--- src/gfe_ram.sv ---
// ----------------------------------------------------------------------------
// Gray framebuffer engine RAM
// Single-port memory with one write or read per cycle and registered read.
// ----------------------------------------------------------------------------
`default_nettype none

module gfe_ram #(
  parameter int unsigned WIDTH = 8,
  parameter int unsigned DEPTH = 256,
  localparam int unsigned AW = (DEPTH > 1) ? $clog2(DEPTH) : 1
) (
  input  wire logic             clk_i,
  input  wire logic             we_i,
  input  wire logic [AW-1:0]    addr_i,
  input  wire logic [WIDTH-1:0] wdata_i,
  output      logic [WIDTH-1:0] rdata_o
);

  logic [WIDTH-1:0] mem_q [DEPTH];

  always_ff @(posedge clk_i) begin
    if (we_i) begin
      mem_q[addr_i] <= wdata_i;
    end
    rdata_o <= mem_q[addr_i];
  end

endmodule

`default_nettype wire

--- config.mk ---
export PLATFORM = sky130hd
export DESIGN_NAME = gfe_ram
export DESIGN_NICKNAME = d
export VERILOG_FILES = /design/src/gfe_ram.sv
export SDC_FILE = /design/constraint.sdc
export NUM_CORES = 2
export LEC_CHECK = 0
export BUFFER_PORTS_ARGS = -buffer_cell sky130_fd_sc_hd__buf_2
export CAP_MARGIN = 30
export CELL_PAD_IN_SITES_DETAIL_PLACEMENT = 0
export CELL_PAD_IN_SITES_GLOBAL_PLACEMENT = 1
export CORE_UTILIZATION = 40
export CTS_CLUSTER_DIAMETER = 120
export DETAILED_ROUTE_END_ITERATION = 10
export PLACE_DENSITY_LB_ADDON = 0.1
export SYNTH_ARGS = -nofsm -noshare
export SYNTH_HDL_FRONTEND = slang
export SYNTH_SLANG_ARGS = --single-unit
--- constraint.sdc ---
create_clock -name clk_i -period 2.6 [get_ports clk_i]
set_clock_uncertainty 0.05 [all_clocks]
set_input_delay 0.39 -clock clk_i [delete_from_list [all_inputs] [get_ports clk_i]]
set_output_delay 0.39 -clock clk_i [all_outputs]
set_load 0.05 [all_outputs]
Word level (Yosys, flattened, before mapping):

Memories as Yosys holds them, arrays and structs flattened. A register that Yosys moved wholly into a read port is not among the register bits.
Index checks and enable logic that the tools add are counted.

* multiplexer cells: 2

Operator list (count)
* $mux W1: 2

* register bits after elaboration: 0
* RAM bits: 2048
* bits of input ports: 18
* logic and storage cells: 3
* memories kept: 1

Memory list
* mem_q: words 256, width 8, rd ports 1, clocked after memory_dff 1, write ports 1, RTL line 19 `logic [WIDTH-1:0] mem_q [DEPTH];`

Depth between registers and ports, before layout:

* depth in word-level cells: 2
* mapped depth: 10
* mapped depth without buffers: 5

Least setup slack after synthesis:

OpenSTA, ideal clock, no wires.

* kind: in2reg
* start: input addr_i[1]
* end: memory mem_q[111][0], enable pin
* setup time: 0.370 ns
* arrival time: 2.239 ns
* path slack: -0.059 ns
* cell stages on the path: 9
* cells stage by stage: buf_2 -> clkbuf_1 -> clkbuf_1 -> nand2_1 -> buf_2 -> nor2_1 -> nand2_1 -> clkbuf_1 -> nor2_1

RTL lines
* start: declaration: RTL line 14 `input wire logic [AW-1:0] addr_i,`
* end: declaration: RTL line 19

No word-level cell before the write port.

==> reports/qor.yml <==
power_switching_share_pct: 21.5
crit_required_ns: 3.30
tightest_slew_ns: 0.875
grt_pass1_wl_mm: 303
grt.overflow.total: 0
ys_ff_latch: 2056
syn-num-nets: 3565
grt_max_degree: 81
power_density_nw_per_um2: 744
hp-class: "primary input to flop"
whs_ns: 0.0981
synth.distinct_cells: 22
first_iter_violations: 3627
relSlewSlack_pct: 41.5
pwr-share-clk_pct: 42.4
netlist.top_cell.by_area: "edfxtp_1"
ys_top_cells_by_area: "edfxtp_1 78%, mux4_2 15%, a22oi_1 2.4%"
cp-start-kind: "flop"
layout_setup_ws_ns: 0.0735
pwr-share-comb_pct: 5.4
final-setup-viol-count: 0
pre_cts_ws_ns: -1.17
synthSimpleGateAreaFrac_pct: 1.73
crit_type: "flop to flop"
synth_mux_area_share_pct: 14.7
ys_seq_area_share_pct: 78.6
maxCapViolCount: 0
fin_nets: 4241
place_congestion: 0.818
r2r-end: "rdata_o[1]$_DFF_P_"
ioPinCount: 26
viasPerCell: 5.56
drc: 0
htreeDepth: 4
cp_slowest_stage_delay_ns: 0.65
die-area_sq_um: 198000
fin_total_pwr_w: 0.0700
fillCellCount: 16100
final_layout_size_suffix_gt1_share_pct: 34.6
fp-row-count: 162
hpwlAfterDp_mm: 137
grt_pass1_vias: 40900
port_buffers: 25
vdd_drop_max_v: 0.000553
numCtsBuffers: 213
initial_core_util_pct: 40.3
rsz0062_at_grt: "false"
worst_setup_path_end_kind: "flop"
grtUsageTotal_pct: 21.7
cts-root-buf: "clkbuf_16"
crit_path_top_delay_cell: "o41ai_1"
reg2reg_from: "mem_q[27][1]$_DFFE_PP_"
antenna_left: 0
max_freq_mhz: 396
total_switching_power_w: 0.0151
syn_inst: 3547
cts_tree: "built"
leakage_nw: 29.9
multi_input_area_sq_um: 15900
crit_path_cell_trace: "mux4_2 -> a22oi_1 -> buf_4 -> a21oi_1 -> o41ai_1 -> buf_4 -> nand4_1"
arrival_ns: 3.22
status: "complete, no violations"
syn_area_sq_um: 78500
areaGrowthSynthToFinish_pct: 19.9
synth.avg_cell_area_sq_um: 22.1
cts.sinks: 2056
die_w_um: 445
wire_per_inst_um: 30.2
hp-start: "addr_i[3]"
clkLatencyLatePin_ns: 0.86
synthXorXnorAreaFrac_pct: 0
drtPass1Iterations: 7
synth_fa_ha_area_share_pct: 0
cpMostUsedCell: "buf_4"
core_area_sq_um: 195000
r2r.worst_path.cells: 7
synth_compound_area_share_pct: 3.62
period_needed_ns: 2.53
tns_ns: 0
antenna_found_initial: 18
synth_top_family_by_area: "multiplexers"
p_int_w: 0.0549
crit_fanout: 1
period_share_pct: 97.2
finalHoldViolations: 0
yosysWarnings: 0
chipHeight_um: 445
finish.utilization_pct: 48.3
whs_path_depth: 3
drv_slew: 0
seqCellArea_sq_um: 61700
seq_power_share_pct: 52.3
routed_wl_mm: 213
clk_pin_slew_worst_paths_ns: 0.06
clock_path_buffers: 3
vias: 39100
yosys.area.top_type_share_pct: 78.3
rrSetupSlack_ns: 0.07
min_to: "mem_q[202][1]$_DFFE_PP_"
[placed cells by master, fill, tap and decap left out, types with 2 or more instances in the layout]
| cell type | netlist | final |
|---|---|---|
| o41ai_1 | 32 | 24 |
| buf_2 | 36 | 17 |
| a21oi_1 | 128 | 128 |
| nor3_1 | 30 | 30 |
| nand3_1 | 13 | 13 |
| edfxtp_1 | 2048 | 2048 |
| diode_2 | 0 | 6 |
| o41ai_2 | 0 | 6 |
| nor2b_1 | 7 | 5 |
| clkbuf_1 | 145 | 44 |
| nand2b_1 | 6 | 5 |
| buf_8 | 0 | 9 |
| bufinv_16 | 0 | 18 |
| nand2_1 | 28 | 28 |
| inv_6 | 0 | 9 |
| buf_12 | 0 | 99 |
| clkinvlp_4 | 0 | 8 |
| nor2_1 | 232 | 224 |
| clkinv_2 | 0 | 44 |
| clkinv_1 | 0 | 48 |
| clkbuf_16 | 0 | 214 |
| nand4_1 | 8 | 8 |
| clkinv_4 | 0 | 3 |
| buf_4 | 16 | 560 |
| nor2_2 | 0 | 7 |
| mux4_2 | 512 | 512 |
| dfxtp_1 | 8 | 8 |
| and2_1 | 3 | 2 |
| dlygate4sd3_1 | 0 | 8 |
| or2_2 | 2 | 2 |
| clkinv_16 | 0 | 2 |
| nor2b_4 | 0 | 2 |
| a22oi_1 | 256 | 256 |
| inv_16 | 0 | 3 |
| clkinv_8 | 0 | 2 |
| o41ai_4 | 0 | 2 |
[state kept, by name, indices dropped and copies added (netlist names)]
signal and count:
mem_q 2048, rdata_o 8
[worst max-delay path: cells and delay by family (launching register included)]
family	cells	cell delay (ns)
AOI/OAI and AO/OA	3	1.05
and+or+nand+nor	1	0.08
buffers and inverters	2	0.37
DFF	1	0.37
muxes	1	0.48
[metal layers]
layer	vias up	share of wire (%)	routed length, um	GRT usage [%]
met5	-	0.010	22	0
met4	4	2.7	5830	6.68
met3	292	6.0	12800	4.05
met2	1279	50	106000	36.1
met1	21000	41	87700	28.9
li1	16500	-	-	-
[cell families after synthesis]
kind of cell           count (synthesis)
buffers and inverters                233
and+or+nand+nor                      330
muxes                                512
AOI/OAI and AO/OA                    416
DFF                                 2056
[power by group through the flow]
stage | Sequential [W] | Combinational (W) | Clock (W)
detailed placement | 0.0373 | 0.00382 | 0
global placement | 0.0373 | 0.00376 | 0
floorplan | 0.0373 | 0.00162 | 0
CTS | 0.0366 | 0.00385 | 0.0303
global route | 0.0366 | 0.00399 | 0.0314
finish | 0.0366 | 0.00376 | 0.0296
[final cells by class]
cell class | count | share of cell area, %
tap | 2624 | 3.49
multi-input combinational | 1258 | 16.9
timing repair buffer | 693 | 6.89
clock buffer | 258 | 5.87
sequential | 2056 | 65.5
inverter | 1 | 0.00399
clock inverter | 137 | 1.34
antenna | 6 | 0.0160
[worst max path at each step]
stage,from,endpoint
2_1_floorplan,addr_i[1],mem_q[111][0]$_DFFE_PP_
3_3_place_gp,addr_i[0],rdata_o[0]$_DFF_P_
3_5_place_dp,addr_i[0],rdata_o[6]$_DFF_P_
4_1_cts,mem_q[174][1]$_DFFE_PP_,rdata_o[1]$_DFF_P_
5_1_grt,mem_q[175][1]$_DFFE_PP_,rdata_o[1]$_DFF_P_
6_report,mem_q[27][1]$_DFFE_PP_,rdata_o[1]$_DFF_P_
[metrics by stage]
stage / cells / cell area [sq um]
global route: 7027 / 94100
CTS: 7027 / 94000
global placement: 6622 / 87100
floorplan: 3547 / 78500
detailed placement: 6624 / 87100
finish: 7033 / 94100
[synth_stat cells, drive strengths merged]
master / number
a21oi: 128
a22oi: 256
and2: 3
buf: 87
clkbuf: 145
dfxtp: 8
edfxtp: 2048
inv: 1
mux4: 512
nand2: 28
nand2b: 6
nand3: 13
nand4: 8
nor2: 232
nor2b: 7
nor3: 30
o41ai: 32
or2: 2
or3: 1
[what timing repair did]
action,CTS,global route
pin swaps,0,0
gates resized for setup,7,4
hold endpoints to repair,244,0
endpoints found under the setup margin,5,4
buffers inserted,0,0
hold buffers,8,0
(Power assumes the default switching activity.)
